$ cat src/hw/rtl/assert_macros.svh
// assertion macros for the rtl of the replay window core
`ifndef ASSERT_MACROS_SVH
`define ASSERT_MACROS_SVH
`ifndef ASSERT_OFF
`define SRW_ASSERT(lbl, clk, rstn, prop) \
  lbl: assert property (@(posedge clk) disable iff (!rstn) prop) \
    else $error("srw assertion failed");
`define SRW_ASSERT_ALWAYS(lbl, clk, prop) \
  lbl: assert property (@(posedge clk) prop) \
    else $error("srw assertion failed");
`else
`define SRW_ASSERT(lbl, clk, rstn, prop)
`define SRW_ASSERT_ALWAYS(lbl, clk, prop)
`endif
`endif

$ cat src/hw/rtl/srw_pkg.sv
// types and constants of the sequence replay window block
`timescale 1ns / 1ps
package srw_pkg;
  localparam int SEQ_W                = 32;
  localparam int MAX_AHEAD_W          = 8;
  localparam int DEFAULT_WINDOW_DEPTH = 16;

  typedef logic [SEQ_W-1:0]       seq_t;
  typedef logic [1:0]             verdict_t;
  typedef logic [MAX_AHEAD_W-1:0] max_ahead_t;

  localparam max_ahead_t MAX_AHEAD_RESET = 8'd8;

  localparam verdict_t VERDICT_OK      = 2'd0;
  localparam verdict_t VERDICT_BAD     = 2'd1;
  localparam verdict_t VERDICT_CLOSING = 2'd2;
  localparam verdict_t VERDICT_REPLAY  = 2'd3;
endpackage

$ cat src/hw/rtl/sequence_replay_window_core.sv
// an accepted beat goes through stages 1, 2, 3 and the output register to its verdict beat
// throughput: one number per cycle if unstalled, one ring read and one ring write per item
// a ring write and a read of the same slot in one cycle are bypassed inside the ring memory
// reset: expected number 0, max_ahead 8, ring valid bits cleared at once, no clearing pass
// a stall on the output backs up through four stage registers before the input stalls
`timescale 1ns / 1ps
`include "assert_macros.svh"
module sequence_replay_window_core #(
  parameter int WINDOW_DEPTH = srw_pkg::DEFAULT_WINDOW_DEPTH
) (
  input  logic                  clk,
  input  logic                  rst_n,
  input  logic                  cfg_wr_en,
  input  srw_pkg::max_ahead_t   cfg_wr_data,
  input  logic                  in_valid,
  output logic                  in_stall,
  input  srw_pkg::seq_t         in_seq_number,
  output logic                  out_valid,
  input  logic                  out_stall,
  output srw_pkg::verdict_t     out_verdict
);
  import srw_pkg::*;

  localparam int SLOT_W = $clog2(WINDOW_DEPTH);
  localparam int X_W    = 18;
  localparam int SHIFT  = X_W + SLOT_W;
  localparam int PROD_W = SHIFT + X_W;
  localparam logic [PROD_W-1:0] RECIP =
    PROD_W'(((64'd1 << SHIFT) + 64'(WINDOW_DEPTH) - 64'd1) / 64'(WINDOW_DEPTH));
  localparam logic [X_W-1:0] K1        = X_W'((32'd1 << 8) % WINDOW_DEPTH);
  localparam logic [X_W-1:0] K2        = X_W'((32'd1 << 16) % WINDOW_DEPTH);
  localparam logic [X_W-1:0] K3        = X_W'((32'd1 << 24) % WINDOW_DEPTH);
  localparam logic [X_W-1:0] DEPTH_X   = X_W'(WINDOW_DEPTH);
  localparam seq_t           DEPTH_SEQ = SEQ_W'(WINDOW_DEPTH);

  max_ahead_t max_ahead_r;
  seq_t       exp_r, exp_nxt;

  logic              v1_r, v2_r, v3_r, out_valid_r;
  seq_t              seq1_r, seq2_r, seq3_r;
  logic [X_W-1:0]    x1_r, x2_r, q2_r, x1_nxt, q2_nxt, slot_full;
  logic [PROD_W-1:0] prod;
  logic [SLOT_W-1:0] slot3_r, slot_nxt;
  verdict_t          verdict_r, verdict_nxt;

  logic rdy_o, rdy3, rdy2, rdy1;
  logic acc, load2, load3, fire3;
  logic wr_ok, is_ahead;
  seq_t diff_ahead, diff_back, ring_data;
  logic ring_vld;

  // handshake chain
  assign rdy_o = !out_valid_r || !out_stall;
  assign fire3 = v3_r && rdy_o;
  assign rdy3  = !v3_r || rdy_o;
  assign load3 = v2_r && rdy3;
  assign rdy2  = !v2_r || rdy3;
  assign load2 = v1_r && rdy2;
  assign rdy1  = !v1_r || rdy2;
  assign acc   = in_valid && rdy1;
  assign in_stall = !rdy1;

  // slot = number mod depth: byte folding, reciprocal multiply, correction
  assign x1_nxt = X_W'(in_seq_number[7:0])
                + X_W'(in_seq_number[15:8])  * K1
                + X_W'(in_seq_number[23:16]) * K2
                + X_W'(in_seq_number[31:24]) * K3;
  assign prod      = PROD_W'(x1_r) * RECIP;
  assign q2_nxt    = prod[PROD_W-1:SHIFT];
  assign slot_full = x2_r - q2_r * DEPTH_X;
  assign slot_nxt  = slot_full[SLOT_W-1:0];

  always_ff @(posedge clk) begin
    if (!rst_n) begin
      v1_r        <= 1'b0;
      v2_r        <= 1'b0;
      v3_r        <= 1'b0;
      out_valid_r <= 1'b0;
      exp_r       <= '0;
      max_ahead_r <= MAX_AHEAD_RESET;
    end else begin
      if (rdy1) v1_r <= in_valid;
      if (rdy2) v2_r <= v1_r;
      if (rdy3) v3_r <= v2_r;
      if (rdy_o) out_valid_r <= v3_r;
      if (fire3) exp_r <= exp_nxt;
      if (cfg_wr_en) max_ahead_r <= cfg_wr_data;
    end
  end

  always_ff @(posedge clk) begin
    if (acc) begin
      seq1_r <= in_seq_number;
      x1_r   <= x1_nxt;
    end
    if (load2) begin
      seq2_r <= seq1_r;
      x2_r   <= x1_r;
      q2_r   <= q2_nxt;
    end
    if (load3) begin
      seq3_r  <= seq2_r;
      slot3_r <= slot_nxt;
    end
    if (fire3) begin
      verdict_r <= verdict_nxt;
    end
  end

  srw_ring #(
    .DEPTH  (WINDOW_DEPTH),
    .SLOT_W (SLOT_W)
  ) u_ring (
    .clk     (clk),
    .rst_n   (rst_n),
    .rd_en   (load3),
    .rd_addr (slot_nxt),
    .rd_data (ring_data),
    .rd_vld  (ring_vld),
    .wr_en   (fire3 && wr_ok),
    .wr_addr (slot3_r),
    .wr_data (seq3_r)
  );

  // window check
  assign is_ahead   = seq3_r >= exp_r;
  assign diff_ahead = seq3_r - exp_r;
  assign diff_back  = exp_r - seq3_r;

  always_comb begin
    verdict_nxt = VERDICT_OK;
    wr_ok       = 1'b0;
    exp_nxt     = exp_r;
    if (seq3_r == '0) begin
      verdict_nxt = VERDICT_BAD;
    end else if (seq3_r == '1 || exp_r == '1) begin
      verdict_nxt = VERDICT_CLOSING;
    end else if (is_ahead) begin
      if (diff_ahead > SEQ_W'(max_ahead_r)) begin
        verdict_nxt = VERDICT_BAD;
      end else begin
        wr_ok   = 1'b1;
        exp_nxt = seq3_r + SEQ_W'(1);
      end
    end else if (diff_back > DEPTH_SEQ) begin
      verdict_nxt = VERDICT_BAD;
    end else if (ring_vld && ring_data == seq3_r) begin
      verdict_nxt = VERDICT_REPLAY;
    end else begin
      wr_ok = 1'b1;
    end
  end

  assign out_valid   = out_valid_r;
  assign out_verdict = verdict_r;

  `SRW_ASSERT_ALWAYS(a_rst_empty, clk, !rst_n |=> !out_valid_r && !v1_r && !v2_r && !v3_r)
  `SRW_ASSERT(a_exp_hold, clk, rst_n, !fire3 |=> $stable(exp_r))
  `SRW_ASSERT(a_exp_adv, clk, rst_n, fire3 && wr_ok && is_ahead |=> exp_r == $past(exp_nxt))
  `SRW_ASSERT(a_wr_legal, clk, rst_n, fire3 && wr_ok |-> verdict_nxt == VERDICT_OK)
endmodule

$ cat src/hw/rtl/srw_ring.sv
// ring of seen sequence numbers: registered-read memory with per-entry valid bits
`timescale 1ns / 1ps
module srw_ring #(
  parameter int DEPTH  = srw_pkg::DEFAULT_WINDOW_DEPTH,
  parameter int SLOT_W = $clog2(srw_pkg::DEFAULT_WINDOW_DEPTH)
) (
  input  logic              clk,
  input  logic              rst_n,
  input  logic              rd_en,
  input  logic [SLOT_W-1:0] rd_addr,
  output srw_pkg::seq_t     rd_data,
  output logic              rd_vld,
  input  logic              wr_en,
  input  logic [SLOT_W-1:0] wr_addr,
  input  srw_pkg::seq_t     wr_data
);
  import srw_pkg::*;

  seq_t             mem [0:DEPTH-1];
  logic [DEPTH-1:0] vld_r;
  seq_t             rd_data_r;
  logic             rd_vld_r;
  logic             same_addr;

  assign same_addr = wr_en && (wr_addr == rd_addr);

  always_ff @(posedge clk) begin
    if (wr_en) begin
      mem[wr_addr] <= wr_data;
    end
    if (rd_en) begin
      rd_data_r <= same_addr ? wr_data : mem[rd_addr];
    end
  end

  always_ff @(posedge clk) begin
    if (!rst_n) begin
      vld_r    <= '0;
      rd_vld_r <= 1'b0;
    end else begin
      if (wr_en) begin
        vld_r[wr_addr] <= 1'b1;
      end
      if (rd_en) begin
        rd_vld_r <= same_addr ? 1'b1 : vld_r[rd_addr];
      end
    end
  end

  assign rd_data = rd_data_r;
  assign rd_vld  = rd_vld_r;
endmodule

$ cat config.mk
export PLATFORM = sky130hd
export DESIGN_NAME = sequence_replay_window_core
export DESIGN_NICKNAME = d
export VERILOG_FILES = /design/src/hw/rtl/srw_pkg.sv /design/src/hw/rtl/sequence_replay_window_core.sv /design/src/hw/rtl/srw_ring.sv
export VERILOG_INCLUDE_DIRS = /design/src /design/src/hw/rtl
export SDC_FILE = /design/constraint.sdc
export NUM_CORES = 1
export LEC_CHECK = 0
export BUFFER_PORTS_ARGS = -buffer_cell sky130_fd_sc_hd__buf_4
export CAP_MARGIN = 20
export CELL_PAD_IN_SITES_DETAIL_PLACEMENT = 0
export CELL_PAD_IN_SITES_GLOBAL_PLACEMENT = 1
export CORE_MARGIN = 2
export CORE_UTILIZATION = 40
export CTS_CLUSTER_DIAMETER = 40
export DETAILED_ROUTE_END_ITERATION = 8
export GPL_TIMING_DRIVEN = 0
export PLACE_DENSITY = 0.71
export SLEW_MARGIN = 25
export SYNTH_ARGS = -nofsm -noshare
export SYNTH_HDL_FRONTEND = slang
export SYNTH_SLANG_ARGS = --single-unit
$ cat constraint.sdc
create_clock -name clk -period 14.4 [get_ports clk]
set_input_delay 2.16 -clock clk [delete_from_list [all_inputs] [get_ports clk]]
set_output_delay 2.16 -clock clk [all_outputs]
set_load 0.01 [all_outputs]
==> qor.json <==
{
  "run_status": {"value": "finished, final reports clean"},
  "worst-path-buf-inv": {"value": 7},
  "critical-path-top-delay-family": {"value": "simple AND/OR/NAND/NOR gates"},
  "remaining_drc_errors": {"value": 0},
  "cts_buffers": {"value": 88},
  "setup_violations": {"value": 0},
  "nNetsFinal": {"value": 2302},
  "power.share.switching": {"value": 0.212},
  "worst_path_max_delay_cell": {"value": "nor3_2"},
  "tritoncts": {"value": "yes"},
  "cp_data_required_time": {"value": 14.72, "unit": "ns"},
  "detailed_place_hpwl": {"value": 64200, "unit": "um"},
  "syn_area_per_cell": {"value": 16.2, "unit": "sq um"},
  "comb_power_share": {"value": 0.018},
  "cts-htree-levels": {"value": 3},
  "numPlacedInstances": {"value": 3128},
  "criticalPathCategory": {"value": "reg -> reg"},
  "timing.final.max_slew_violations": {"value": 0},
  "vias_per_cell": {"value": 5.58},
  "grt_setup_unrepaired": {"value": "no"},
  "crit_top_cell": {"value": "buf_4"},
  "max_slew.worst_pin.slew": {"value": 1.09, "unit": "ns"},
  "synth-seq-area-share": {"value": 0.654},
  "netSwitchingPower": {"value": 941, "unit": "uW"},
  "register_area": {"value": 20500, "unit": "sq um"},
  "detail_route.wirelength": {"value": 85800, "unit": "um"},
  "number_of_antenna_violations_at_the_first_check_in_global_routing": {"value": 1},
  "hold_path_class": {"value": "reg -> reg"},
  "synth_enable_flop_cells": {"value": 642},
  "die_height": {"value": 284, "unit": "um"},
  "max_stage_delay": {"value": 0.77, "unit": "ns"},
  "grt_pass1_vias": {"value": 18900},
  "p_total": {"value": 4430, "unit": "uW"},
  "clkSlewWorstSetupHoldPaths": {"value": 0.06, "unit": "ns"},
  "power_leakage": {"value": 0.0122, "unit": "uW"},
  "powerDensity": {"value": 120, "unit": "nW/um^2"},
  "filler_cell_count": {"value": 6599},
  "worst-endpoint-arrival": {"value": 7.98, "unit": "ns"},
  "cts_resized": {"value": 0},
  "drt_pre_antenna_iters": {"value": 5},
  "synth-seq-cells": {"value": 703},
  "grt_pass1_wl": {"value": 127000, "unit": "um"},
  "clk-insertion-delay-late": {"value": 0.64, "unit": "ns"},
  "final.setup_skew": {"value": 0.0320, "unit": "ns"},
  "postCtsSetupBuffers": {"value": 0},
  "seqPwrFrac": {"value": 0.501},
  "grt_use_total": {"value": 0.213},
  "syn-cell-area": {"value": 31400, "unit": "sq um"},
  "synth_top_cell_area_share": {"value": 0.615},
  "synth-warning-count": {"value": 0},
  "cts-hold-fix-buffers": {"value": 0},
  "post_synth_main_area_contributors": {"value": "edfxtp_1 (61%), mux4_2 (12%), dfxtp_1 (3.9%), ha_1 (3.0%), xnor2_1 (2.2%)"},
  "critPathLaunchType": {"value": "flop"},
  "finish.cell_count_without_fillers": {"value": 3294},
  "grt_max_degree": {"value": 40},
  "drtIter0Drc": {"value": 1719},
  "core": {"value": 77500, "unit": "sq um"},
  "routed-via-count": {"value": 18400},
  "max_clock_freq": {"value": 131, "unit": "MHz"},
  "worstPathMaxFanout": {"value": 17},
  "floorplan.initialDensity": {"value": 0.405},
  "wl_per_cell": {"value": 26.1, "unit": "um"},
  "power.internal": {"value": 3490, "unit": "uW"},
  "synthToLayoutAreaGrowth": {"value": 17.6, "unit": "%"},
  "gp_congestion": {"value": 0.860},
  "ant_nets": {"value": 0},
  "netlist_instances": {"value": 1938},
  "max-vdd-ir-drop": {"value": 0.106, "unit": "mV"},
  "clock_sink_count": {"value": 703},
  "cap_viol_max_count": {"value": 0},
  "synthesized_nets": {"value": 2060},
  "synth_top_flop_cell": {"value": "edfxtp_1"},
  "antenna_cells": {"value": 0},
  "layout-drive-gt1-share": {"value": 0.252},
  "ratio_of_final_minimum_period_to_clock_period": {"value": 0.532},
  "die_width": {"value": 284, "unit": "um"},
  "die_area": {"value": 80600, "unit": "sq um"},
  "finalCriticalPeriod": {"value": 7.65, "unit": "ns"},
  "timing.critical_path.cells": {"value": "buf_8 > inv_1 > ha_1 > inv_1 > fa_1 > a21oi_1 > nor3b_1 > or2_2 > xor2_1 > ha_1 > nand3_1 > nor3_1 > or4_1 > o2111ai_1 > nor4b_1 > nand4_1 > or4_1 > nor4_1 > a31oi_2 > clkbuf_1 > nor3_2 > buf_4 > buf_4 > buf_4"},
  "area_of_combinational_cells_with_multiple_inputs": {"value": 10200, "unit": "sq um"},
  "final-hold-violation-count": {"value": 0},
  "port-buffer-count": {"value": 46},
  "global_route.overflow_total": {"value": 0},
  "critical_path.endpoint_type": {"value": "flop"},
  "synth_area_leader_cell": {"value": "edfxtp_1"},
  "ios": {"value": 49},
  "whs": {"value": 0.400, "unit": "ns"},
  "fp-row-count": {"value": 102},
  "clock_tree.root_cell": {"value": "clkbuf_16"},
  "slew-limit-headroom": {"value": 0.267},
  "number_of_buffers_on_the_longest_clock_path": {"value": 3},
  "netlist_cell_types": {"value": 82},
  "synthArstFlopShare": {"value": 0},
  "p_clk_frac": {"value": 0.481}
}
-- cell usage after synthesis (29+ instances only) --
master and n:
mux4_2 165, nand4_1 45, edfxtp_1 642, clkbuf_1 54, nand2_1 81, nand3_1 29, xnor2_1 80, inv_1 87
a21oi_1 88, o21ai_0 52, nor2_1 60, mux2i_1 46, nor2b_1 42, ha_1 75, dfxtp_1 61
-- worst paths after layout --
check / start / to / slack [ns] / depth (start not counted)
max reg2reg: seq3_r[0] / u_ring.mem[8][19] / 6.75 / 24
min reg2reg: seq1_r[20] / seq2_r[20] / 0.40 / 0
max: seq3_r[0] / u_ring.mem[8][19] / 6.75 / 24
min: seq1_r[20] / seq2_r[20] / 0.40 / 0
-- kinds of logic after synthesis --
logic type	after synthesis	synth area share
AO/OA/AOI/OAI	267	0.0552
XOR/XNOR	95	0.0265
adder cells (fa/ha/maj)	77	0.0312
buffers and inverters	186	0.0246
flip-flops	703	0.654
multiplexers	246	0.147
AND/OR/NAND/NOR	364	0.0616
-- power groups by stage --
| stage | sequential [uW] | clock, uW | combinational (uW) |
|---|---|---|---|
| after global routing | 2220 | 2260 | 85.3 |
| after detailed placement | 2260 | 0 | 81.0 |
| final | 2220 | 2130 | 79.6 |
| after floorplan | 2260 | 0 | 46.6 |
| after global placement | 2260 | 0 | 76.1 |
| after CTS | 2220 | 2170 | 81.3 |
-- state kept, by name, indices dropped and copies added (netlist names) --
name and count:
v3_r 1, u_ring.rd_data 32, max_ahead_r 8, u_ring.mem 512, exp_r 32, u_ring.rd_vld 1, out_verdict 2, seq3_r 32
u_ring.vld_r 16, out_valid 1, v2_r 1, seq2_r 32, v1_r 1, seq1_r 32
-- per-layer routing --
| metal | routed length (um) | global-route usage | vias to the layer above |
|---|---|---|---|
| li1 | - | - | 8148 |
| met2 | 43000 | 0.366 | 627 |
| met4 | 3210 | 0.0854 | 0 |
| met1 | 35200 | 0.276 | 9434 |
| met5 | 0 | 0 | - |
| met3 | 4370 | 0.0237 | 156 |
-- worst reg2reg max path, delay by kind of cell (launching register included) --
family,cells,cell delay [ns]
flops,1,0.64
compound gates,3,0.64
xor+xnor,1,0.16
fa+ha+maj,3,0.91
simple gates,10,3.31
buf+inv,7,1.69
-- cell type report --
| class | count | area share |
|---|---|---|
| flip-flops and latches | 703 | 0.556 |
| plain buffers | 99 | 0.0126 |
| clock inverters | 66 | 0.0171 |
| inverters | 87 | 0.00893 |
| multi-input cells | 1049 | 0.276 |
| clock buffers | 98 | 0.0613 |
| repair buffers | 152 | 0.0324 |
| well taps | 1040 | 0.0353 |
-- cells in the final DEF, fill, tap and decap left out, types with 51 or more instances in the layout --
| cell type | count |
|---|---|
| mux4_2 | 165 |
| edfxtp_1 | 642 |
| inv_1 | 86 |
| clkbuf_1 | 58 |
| nand2_1 | 81 |
| nor2_1 | 60 |
| a21oi_1 | 88 |
| buf_4 | 126 |
| dfxtp_1 | 61 |
| ha_1 | 75 |
| clkbuf_16 | 89 |
| buf_2 | 51 |
| xnor2_1 | 80 |
| o21ai_0 | 52 |
-- stage by stage --
step / TNS [ns] / instance area, sq um / utilization / worst slack [ns]
3_3_place_gp: -5.18 / 33000 / 0.426 / -0.167
3_5_place_dp: 0 / 33900 / 0.438 / 6.51
4_1_cts: 0 / 36800 / 0.475 / 6.52
2_1_floorplan: 0 / 31400 / - / 6.29
6_report: 0 / 36900 / 0.476 / 6.75
5_1_grt: 0 / 36900 / 0.476 / 6.44
Power figures use the tool's default switching activity.
